[src/rtl/core/rkiq_pkg.sv]
// Shared types, constants and helpers for the rotary knob input qualifier.
package rkiq_pkg;

  localparam int AGE_BITS = 16;
  localparam int SUM_BITS = 8;
  localparam int SUM_MAX  = (2 ** (SUM_BITS - 1)) - 1;

  localparam int CLICK_LIMIT = 500;
  localparam int LONG_LIMIT  = 1000;
  localparam int REST_SEEN   = 250;

  localparam logic [7:0] RUN_CAP   = 8'd255;
  localparam logic [1:0] PAIR_REST = 2'b11;
  localparam logic [1:0] PAIR_LOW  = 2'b00;
  localparam logic [3:0] HIST_RST  = 4'hF;

  localparam logic [2:0] CFG_WIDTH = 3;

  typedef enum logic [2:0] {
    REG_REVERSE_DIR    = 3'd0,
    REG_LOCKOUT_MS     = 3'd1,
    REG_DEBOUNCE_MS    = 3'd2,
    REG_DETENT_MODE    = 3'd3,
    REG_STABLE_SAMPLES = 3'd4
  } reg_idx_t;

  typedef enum logic [1:0] {
    ROT_NONE = 2'd0,
    ROT_CW   = 2'd1,
    ROT_CCW  = 2'd2
  } rot_evt_t;

  typedef enum logic [1:0] {
    BTN_NONE  = 2'd0,
    BTN_CLICK = 2'd1,
    BTN_LONG  = 2'd2
  } btn_evt_t;

  localparam logic signed [1:0] MODE_BOTH = 2'sd1;

  typedef struct packed {
    logic              reverse_dir;
    logic [15:0]       lockout_ms;
    logic [15:0]       debounce_ms;
    logic signed [1:0] detent_mode;
    logic [7:0]        stable_samples;
  } cfg_t;

  typedef struct packed {
    logic              load;
    logic signed [1:0] value;
  } mode_load_t;

  function automatic logic [AGE_BITS-1:0] age_up(input logic [AGE_BITS-1:0] a);
    return (a == '1) ? a : a + 1'b1;
  endfunction

  // Quadrature transition table: index = {new pair, old pair}.
  function automatic logic signed [1:0] step_lut(input logic [3:0] idx);
    logic signed [1:0] v;
    v = 2'sd0;
    unique case (idx)
      4'd1:    v = -2'sd1;
      4'd4:    v = 2'sd1;
      4'd11:   v = 2'sd1;
      4'd14:   v = -2'sd1;
      default: v = 2'sd0;
    endcase
    return v;
  endfunction

endpackage

[src/rtl/core/rotary_knob_input_qualifier_top.sv]
// A request accepted at a clock edge shows its registered result on out_* right after that edge.
// Throughput: one request per clock; in_ready = !out_valid || out_ready, so the
//   single result register is refilled in the same cycle it is drained.
// Rate is set by the one-pass update of decoder and debounce state per request.
// Reset (rst_n low, synchronous): config back to defaults, all state to rest,
//   result register empty. cfg_ready is always high.
module rotary_knob_input_qualifier_top (
  input  logic                      clk,
  input  logic                      rst_n,
  // request channel
  input  logic                      in_valid,
  output logic                      in_ready,
  input  logic [1:0]                in_contact_pair,
  input  logic                      in_switch_pressed,
  // result channel
  output logic                      out_valid,
  input  logic                      out_ready,
  output logic [1:0]                out_rotate_event,
  output logic [1:0]                out_button_event,
  output logic                      out_button_held,
  output logic [15:0]               out_held_time,
  output logic signed [1:0]         out_detent_state,
  // config write channel
  input  logic                      cfg_valid,
  output logic                      cfg_ready,
  input  logic [rkiq_pkg::CFG_WIDTH-1:0] cfg_index,
  input  logic [15:0]               cfg_data
);
  import rkiq_pkg::*;

  cfg_t       cfg_r;
  mode_load_t mode_ld;
  logic       cfg_we;
  logic       tick;

  rot_evt_t          rot_nxt;
  logic signed [1:0] mode_nxt;
  btn_evt_t          btn_nxt;
  logic              down_nxt;
  logic [15:0]       held_nxt;

  logic              out_valid_r;
  logic [1:0]        rot_r, btn_r;
  logic              held_r;
  logic [15:0]       held_time_r;
  logic signed [1:0] mode_r;

  assign cfg_ready = 1'b1;
  assign cfg_we    = cfg_valid && cfg_ready;
  assign in_ready  = !out_valid_r || out_ready;
  assign tick      = in_valid && in_ready;

  // Writing a new detent mode also reloads the kept mode.
  assign mode_ld.load  = cfg_we && cfg_index == REG_DETENT_MODE &&
                         cfg_data[1:0] != cfg_r.detent_mode;
  assign mode_ld.value = cfg_data[1:0];

  always_ff @(posedge clk) begin
    if (!rst_n) begin
      cfg_r.reverse_dir    <= 1'b0;
      cfg_r.lockout_ms     <= 16'd10;
      cfg_r.debounce_ms    <= 16'd20;
      cfg_r.detent_mode    <= -2'sd1;
      cfg_r.stable_samples <= 8'd2;
    end else if (cfg_we) begin
      priority case (cfg_index)
        REG_REVERSE_DIR:    cfg_r.reverse_dir    <= cfg_data[0];
        REG_LOCKOUT_MS:     cfg_r.lockout_ms     <= cfg_data;
        REG_DEBOUNCE_MS:    cfg_r.debounce_ms    <= cfg_data;
        REG_DETENT_MODE:    cfg_r.detent_mode    <= cfg_data[1:0];
        REG_STABLE_SAMPLES: cfg_r.stable_samples <= cfg_data[7:0];
        default:            ;
      endcase
    end
  end

  rkiq_quad u_quad (
    .clk          (clk),
    .rst_n        (rst_n),
    .tick         (tick),
    .contact_pair (in_contact_pair),
    .cfg          (cfg_r),
    .mode_ld      (mode_ld),
    .rot_nxt      (rot_nxt),
    .mode_nxt     (mode_nxt)
  );

  rkiq_switch u_switch (
    .clk            (clk),
    .rst_n          (rst_n),
    .tick           (tick),
    .switch_pressed (in_switch_pressed),
    .debounce_ms    (cfg_r.debounce_ms),
    .btn_nxt        (btn_nxt),
    .down_nxt       (down_nxt),
    .held_nxt       (held_nxt)
  );

  // result register: valid bit reset, payload loaded on each request
  always_ff @(posedge clk) begin
    if (!rst_n) begin
      out_valid_r <= 1'b0;
    end else if (tick) begin
      out_valid_r <= 1'b1;
    end else if (out_ready) begin
      out_valid_r <= 1'b0;
    end
  end

  always_ff @(posedge clk) begin
    if (tick) begin
      rot_r       <= rot_nxt;
      btn_r       <= btn_nxt;
      held_r      <= down_nxt;
      held_time_r <= held_nxt;
      mode_r      <= mode_nxt;
    end
  end

  assign out_valid        = out_valid_r;
  assign out_rotate_event = rot_r;
  assign out_button_event = btn_r;
  assign out_button_held  = held_r;
  assign out_held_time    = held_time_r;
  assign out_detent_state = mode_r;

endmodule

[src/rtl/core/rkiq_quad.sv]
// A/B glitch filter, transition decoder, detent and lockout logic.
module rkiq_quad (
  input  logic                     clk,
  input  logic                     rst_n,
  input  logic                     tick,
  input  logic [1:0]               contact_pair,
  input  rkiq_pkg::cfg_t           cfg,
  input  rkiq_pkg::mode_load_t     mode_ld,
  output rkiq_pkg::rot_evt_t       rot_nxt,
  output logic signed [1:0]        mode_nxt
);
  import rkiq_pkg::*;

  logic [1:0]                 shown_r, shown_nxt;
  logic [1:0]                 cand_r, cand_nxt;
  logic [7:0]                 run_r, run_nxt;
  logic [AGE_BITS-1:0]        pair_age_r, pair_age_nxt;
  logic [3:0]                 hist_r, hist_nxt;
  logic signed [SUM_BITS-1:0] sum_r, sum_nxt;
  logic signed [SUM_BITS:0]   sum_ext;
  logic [AGE_BITS-1:0]        since_r, since_nxt, since_inc;
  logic signed [1:0]          kept_r;
  logic                       at_detent;
  logic                       forward;

  always_comb begin
    shown_nxt    = shown_r;
    cand_nxt     = cand_r;
    run_nxt      = run_r;
    mode_nxt     = kept_r;
    rot_nxt      = ROT_NONE;
    sum_ext      = '0;
    forward      = 1'b0;
    since_inc    = age_up(since_r);
    since_nxt    = since_inc;

    // glitch filter
    if (contact_pair == shown_r) begin
      cand_nxt = contact_pair;
      run_nxt  = '0;
    end else begin
      if (contact_pair != cand_r) begin
        cand_nxt = contact_pair;
        run_nxt  = 8'd1;
      end else if (run_r < RUN_CAP) begin
        run_nxt = run_r + 8'd1;
      end
      if (run_nxt >= cfg.stable_samples) begin
        shown_nxt = contact_pair;
        run_nxt   = '0;
      end
    end
    pair_age_nxt = (shown_nxt != shown_r) ? '0 : age_up(pair_age_r);

    // auto promotion after a long rest at 00
    if (kept_r[1] && shown_nxt == PAIR_LOW &&
        32'(pair_age_nxt) >= 32'(REST_SEEN)) begin
      mode_nxt = MODE_BOTH;
    end

    if (32'(since_inc) < 32'(cfg.lockout_ms)) begin
      sum_nxt  = '0;
      hist_nxt = {shown_nxt, shown_nxt};
    end else begin
      hist_nxt = {shown_nxt, hist_r[3:2]};
      sum_ext  = (SUM_BITS+1)'(sum_r) + (SUM_BITS+1)'(step_lut(hist_nxt));
      if (sum_ext > (SUM_BITS+1)'(SUM_MAX)) begin
        sum_nxt = SUM_BITS'(SUM_MAX);
      end else if (sum_ext < -(SUM_BITS+1)'(SUM_MAX)) begin
        sum_nxt = -SUM_BITS'(SUM_MAX);
      end else begin
        sum_nxt = SUM_BITS'(sum_ext);
      end
    end

    at_detent = (shown_nxt == PAIR_REST) ||
                (mode_nxt == MODE_BOTH && shown_nxt == PAIR_LOW);
    if (sum_nxt != '0 && at_detent) begin
      forward   = (sum_nxt > 0) != cfg.reverse_dir;
      since_nxt = '0;
      sum_nxt   = '0;
      hist_nxt  = {shown_nxt, shown_nxt};
      rot_nxt   = forward ? ROT_CW : ROT_CCW;
    end
  end

  always_ff @(posedge clk) begin
    if (!rst_n) begin
      shown_r    <= PAIR_REST;
      cand_r     <= PAIR_REST;
      run_r      <= '0;
      pair_age_r <= '0;
      hist_r     <= HIST_RST;
      sum_r      <= '0;
      since_r    <= '1;
      kept_r     <= -2'sd1;
    end else if (mode_ld.load) begin
      kept_r <= mode_ld.value;
    end else if (tick) begin
      shown_r    <= shown_nxt;
      cand_r     <= cand_nxt;
      run_r      <= run_nxt;
      pair_age_r <= pair_age_nxt;
      hist_r     <= hist_nxt;
      sum_r      <= sum_nxt;
      since_r    <= since_nxt;
      kept_r     <= mode_nxt;
    end
  end

endmodule

[src/rtl/core/rkiq_switch.sv]
// Switch debounce with click and long-press detection.
module rkiq_switch (
  input  logic                       clk,
  input  logic                       rst_n,
  input  logic                       tick,
  input  logic                       switch_pressed,
  input  logic [15:0]                debounce_ms,
  output rkiq_pkg::btn_evt_t         btn_nxt,
  output logic                       down_nxt,
  output logic [15:0]                held_nxt
);
  import rkiq_pkg::*;

  logic                sample_r, sample_nxt;
  logic [AGE_BITS-1:0] sample_age_r, sample_age_nxt;
  logic                down_r;
  logic [AGE_BITS-1:0] down_age_r, down_age_nxt;
  logic                long_r, long_nxt;

  always_comb begin
    sample_nxt     = sample_r;
    sample_age_nxt = age_up(sample_age_r);
    down_age_nxt   = age_up(down_age_r);
    down_nxt       = down_r;
    long_nxt       = long_r;
    btn_nxt        = BTN_NONE;

    if (switch_pressed != sample_r) begin
      sample_nxt     = switch_pressed;
      sample_age_nxt = '0;
    end
    if (switch_pressed != down_r && 32'(sample_age_nxt) >= 32'(debounce_ms)) begin
      if (switch_pressed) begin
        down_age_nxt = '0;
        long_nxt     = 1'b0;
      end else if (!long_r && 32'(down_age_nxt) < 32'(CLICK_LIMIT)) begin
        btn_nxt = BTN_CLICK;
      end
      down_nxt = switch_pressed;
    end
    if (down_nxt && !long_nxt && 32'(down_age_nxt) >= 32'(LONG_LIMIT)) begin
      long_nxt = 1'b1;
      btn_nxt  = BTN_LONG;
    end
    held_nxt = down_nxt ? 16'(down_age_nxt) : 16'd0;
  end

  always_ff @(posedge clk) begin
    if (!rst_n) begin
      sample_r     <= 1'b0;
      sample_age_r <= '0;
      down_r       <= 1'b0;
      down_age_r   <= '0;
      long_r       <= 1'b0;
    end else if (tick) begin
      sample_r     <= sample_nxt;
      sample_age_r <= sample_age_nxt;
      down_r       <= down_nxt;
      down_age_r   <= down_age_nxt;
      long_r       <= long_nxt;
    end
  end

endmodule

[config.mk]
export PLATFORM = sky130hd
export DESIGN_NAME = rotary_knob_input_qualifier_top
export DESIGN_NICKNAME = d
export VERILOG_FILES = /design/src/rtl/core/rkiq_pkg.sv /design/src/rtl/core/rotary_knob_input_qualifier_top.sv /design/src/rtl/core/rkiq_quad.sv /design/src/rtl/core/rkiq_switch.sv
export SDC_FILE = /design/constraint.sdc
export NUM_CORES = 1
export LEC_CHECK = 0
export BUFFER_PORTS_ARGS = -buffer_cell sky130_fd_sc_hd__buf_2
export CAP_MARGIN = 20
export CORE_MARGIN = 2
export CORE_UTILIZATION = 40
export DETAILED_ROUTE_END_ITERATION = 10
export HOLD_SLACK_MARGIN = 0.1
export MAX_ROUTING_LAYER = met4
export PLACE_DENSITY = 0.52
export SLEW_MARGIN = 20
export SYNTH_ARGS = -nofsm -noshare
export SYNTH_HDL_FRONTEND = slang
export SYNTH_SLANG_ARGS = --single-unit
[constraint.sdc]
create_clock -name clk -period 8.4 [get_ports clk]
set_input_delay 0.42 -clock clk [delete_from_list [all_inputs] [get_ports clk]]
set_output_delay 0.42 -clock clk [all_outputs]
set_load 0.05 [all_outputs]
==> results_dict.tcl <==
set metrics [dict create \
    ant_nets 0 \
    area_growth_pct 10.8 \
    root_buffer "clkbuf_16" \
    synth-edff-count 23 \
    slew_violations 0 \
    required_ps 8700 \
    maxCapViolCount 0 \
    holdWs_ps 231 \
    io_buffers 51 \
    stdcell_count 1565 \
    fill_cells 2421 \
    multiInputGateArea_sq_um 5620 \
    cp-end-kind "register" \
    io_pins 53 \
    setup.worst_path.class "register to register" \
    fin_crit_sh_pct 67.2 \
    antenna_found_initial 1 \
    dieHeight_um 158 \
    setup_ws_ps 2760 \
    ir_worst_vdd_mv 0.128 \
    p_leak_nw 3.89 \
    yosysSeqAreaShare_pct 35.5 \
    synth_top_area_share_pct 28.2 \
    synth_area_sq_um 9450 \
    wl_per_cell_um 15.4 \
    crit_slowest_cell "or4b_2" \
    fin_nets 1312 \
    cts_setup_buffers 0 \
    tightest_slew_ps 957 \
    start_util_pct 40.5 \
    via_count 8366 \
    max_freq_mhz 177 \
    syn_inst 1214 \
    cts_tree "done" \
    path_delay_family "compound AO/OA/AOI/OAI gates" \
    yosysWarningCount 0 \
    fp.dieW_um 158 \
    gp_congestion 0.831 \
    synth_area_leaders "dfxtp_1 28%, nand2_1 7.5%, edfxtp_1 7.3%" \
    clkTransAtPathRegs_ps 70 \
    wl_mm 24.1 \
    clock_path_buffers 2 \
    startpoint_type "register" \
    viasPerCell 5.35 \
    final.setup.tns_ps 0 \
    die-area_sq_um 24900 \
    firstDrtPassIters 5 \
    grtUsageMet2_pct 34.5 \
    status "finished clean" \
    insertion_delay_ps 430 \
    yosysMostFrequentCell "nand2_1" \
    place_inst 1532 \
    numCtsBuffers 17 \
    track_usage_pct 20.9 \
    grt_pass1_vias 7970 \
    yosys.area.top_type "dfxtp_1" \
    dr.first_iter.drc_count 434 \
    async_flop_share_pct 0 \
    gr-usage-met3_pct 3.91 \
    grt_pass1_wl_mm 40.7 \
    grt_max_degree 59 \
    synth_cell_types 80 \
    synthTopCellsByCount "188 x nand2_1, 133 x dfxtp_1, 123 x nor2_1" \
    arrival_ps 5940 \
    syn_nets 1294 \
    timing.rr.start "u_quad.run_r[0]$_SDFFE_PN0P_" \
    cts_resized 0 \
    grtUsageMet1_pct 26.3 \
    cts_hold_buf 0 \
    drc 0 \
    max_slew_margin_pct 36.1 \
    finalSetupViolCount 0 \
    cp_num_buf_inv 0 \
    ys.flop_type "dfxtp_1" \
    register_area_sq_um 3350 \
    synth-seq-cells 156 \
    slowest_delay_ps 700 \
    htreeDepth 4 \
    design.core.area_sq_um 23300 \
    path_cells "ha_1 -> and3_1 -> nand3_1 -> xor2_1 -> nor2_1 -> ha_1 -> nand2b_1 -> a2111o_1 -> a31oi_1 -> o21ba_2 -> ha_1 -> or4b_2 -> o211ai_1 -> nor4_1 -> a21oi_1 -> o31ai_4 -> nor2_4 -> and2_1" \
    crit_fanout 11 \
    fp-row-count 56 \
    skew_ps 13.5 \
    grt.busiest_layer "met2" \
    dp_slack_ps 2770 \
    dpl.hpwl_mm 16.9 \
    hold_viol 0 \
    hold_class "input pin to register" \
    drive_gt1_share_pct 10.1 \
    clock_sinks 156 \
    worstHoldStart "in_valid" \
    avgSynthCellArea_sq_um 7.79 \
    grt-ovfl-total 0 \
    crit_top_cell "ha_1" \
    period_needed_ps 5640 \
    crit_start "u_quad.run_r[0]$_SDFFE_PN0P_" \
    p_per_area_nw_per_um2 172 \
    rsz0062_at_grt "no" \
]
kinds of logic (layout without fill, tap and decap cells):
kind of cell / Yosys count / count (layout) / synth area share [%]
other: 1 / 2 / 0.0397
DFF: 156 / 156 / 35.5
AOI/OAI and AO/OA: 302 / 302 / 20.0
xor gates and xnor gates: 49 / 49 / 4.54
and+or+nand+nor: 518 / 518 / 26.7
muxes: 10 / 10 / 1.10
buffers and inverters: 125 / 156 / 5.14
adders and majority gates: 53 / 53 / 7.09
layout make-up:
type                            count  area share [%]
Multi-Input combinational cell    933            53.7
Sequential cell                   156            32.0
Clock buffer                       17            4.06
Tap cell                          319            3.81
Timing Repair Buffer               59            3.01
Inverter                           65            2.34
Clock inverter                     15            1.06
Antenna cell                        1          0.0239
worst register-to-register path, stage by stage (launching register included):
cell,delay (ps)
dfxtp_1,410
ha_1,250
and3_1,190
nand3_1,220
xor2_1,240
nor2_1,60
ha_1,260
nand2b_1,140
a2111o_1,400
a31oi_1,650
o21ba_2,330
ha_1,430
or4b_2,710
o211ai_1,160
nor4_1,110
a21oi_1,280
o31ai_4,210
nor2_4,290
and2_1,170
cells in the final DEF, fill, tap and decap left out, drive strengths merged, types with 5 or more instances in the layout:
cell and n:
nand2 188, dfxtp 133, nor2 124, a21oi 121, inv 70, o21ai 69, buf 59, ha 52
nand3 40, nor3 34, xnor2 32, edfxtp 23, or3 22, nand4 21, xor2 17, clkbuf 17
and3 16, nand2b 14, o211ai 14, a31oi 13, nor4 11, a211oi 10, a22oi 10, clkinv 10
o21a 9, mux2i 7, and4 7, nand3b 7, nor2b 7, or2 7, a21o 5
per-stage QoR:
step	utilization, %	instance area [sq um]	total power [W]
after floorplan	-	9450	0.00103
after global placement	42.6	9930	0.00110
after detailed placement	42.6	9930	0.00110
after CTS	44.9	10500	0.00183
after global routing	44.9	10500	0.00190
final	44.9	10500	0.00180
report_power, final:
group | switching (W) | internal (W)
Sequential | 0.0000222 | 0.000783
Combinational | 0.000184 | 0.0000947
Clock | 0.000339 | 0.000383
Total | 0.000545 | 0.00126
path summary, 6_finish.rpt:
path / endpoint / slack (ps) / cells after the start
hold reg to reg: cfg_r[16]$_SDFFE_PN0P_ / 450 / 2
hold / removal: out_valid$_SDFFE_PN0P_ / 230 / 3
setup / recovery: out_rotate_event[1]$_SDFFCE_PN0P_ / 2760 / 18
setup reg to reg: out_rotate_event[1]$_SDFFCE_PN0P_ / 2760 / 18
layer usage:
metal,routed length [um],vias up
li1,-,4331
met1,11400,3899
met2,11500,112
met3,863,24
met4,361,0
met5,0,-
registers in the layout, indices dropped and copies added, names as in the netlist:
name / cells
u_switch.sample_r: 1
out_valid: 1
u_switch.down_age_r: 16
u_switch.down_r: 1
cfg_r: 43
u_quad.cand_r: 2
u_quad.sum_r: 8
out_button_event: 2
out_detent_state: 2
u_quad.pair_age_r: 16
u_quad.since_r: 16
out_rotate_event: 2
u_switch.long_r: 1
u_switch.sample_age_r: 16
u_quad.run_r: 8
u_quad.kept_r: 2
u_quad.hist_r: 2
out_held_time: 16
out_button_held: 1
(Power assumes the default switching activity.)
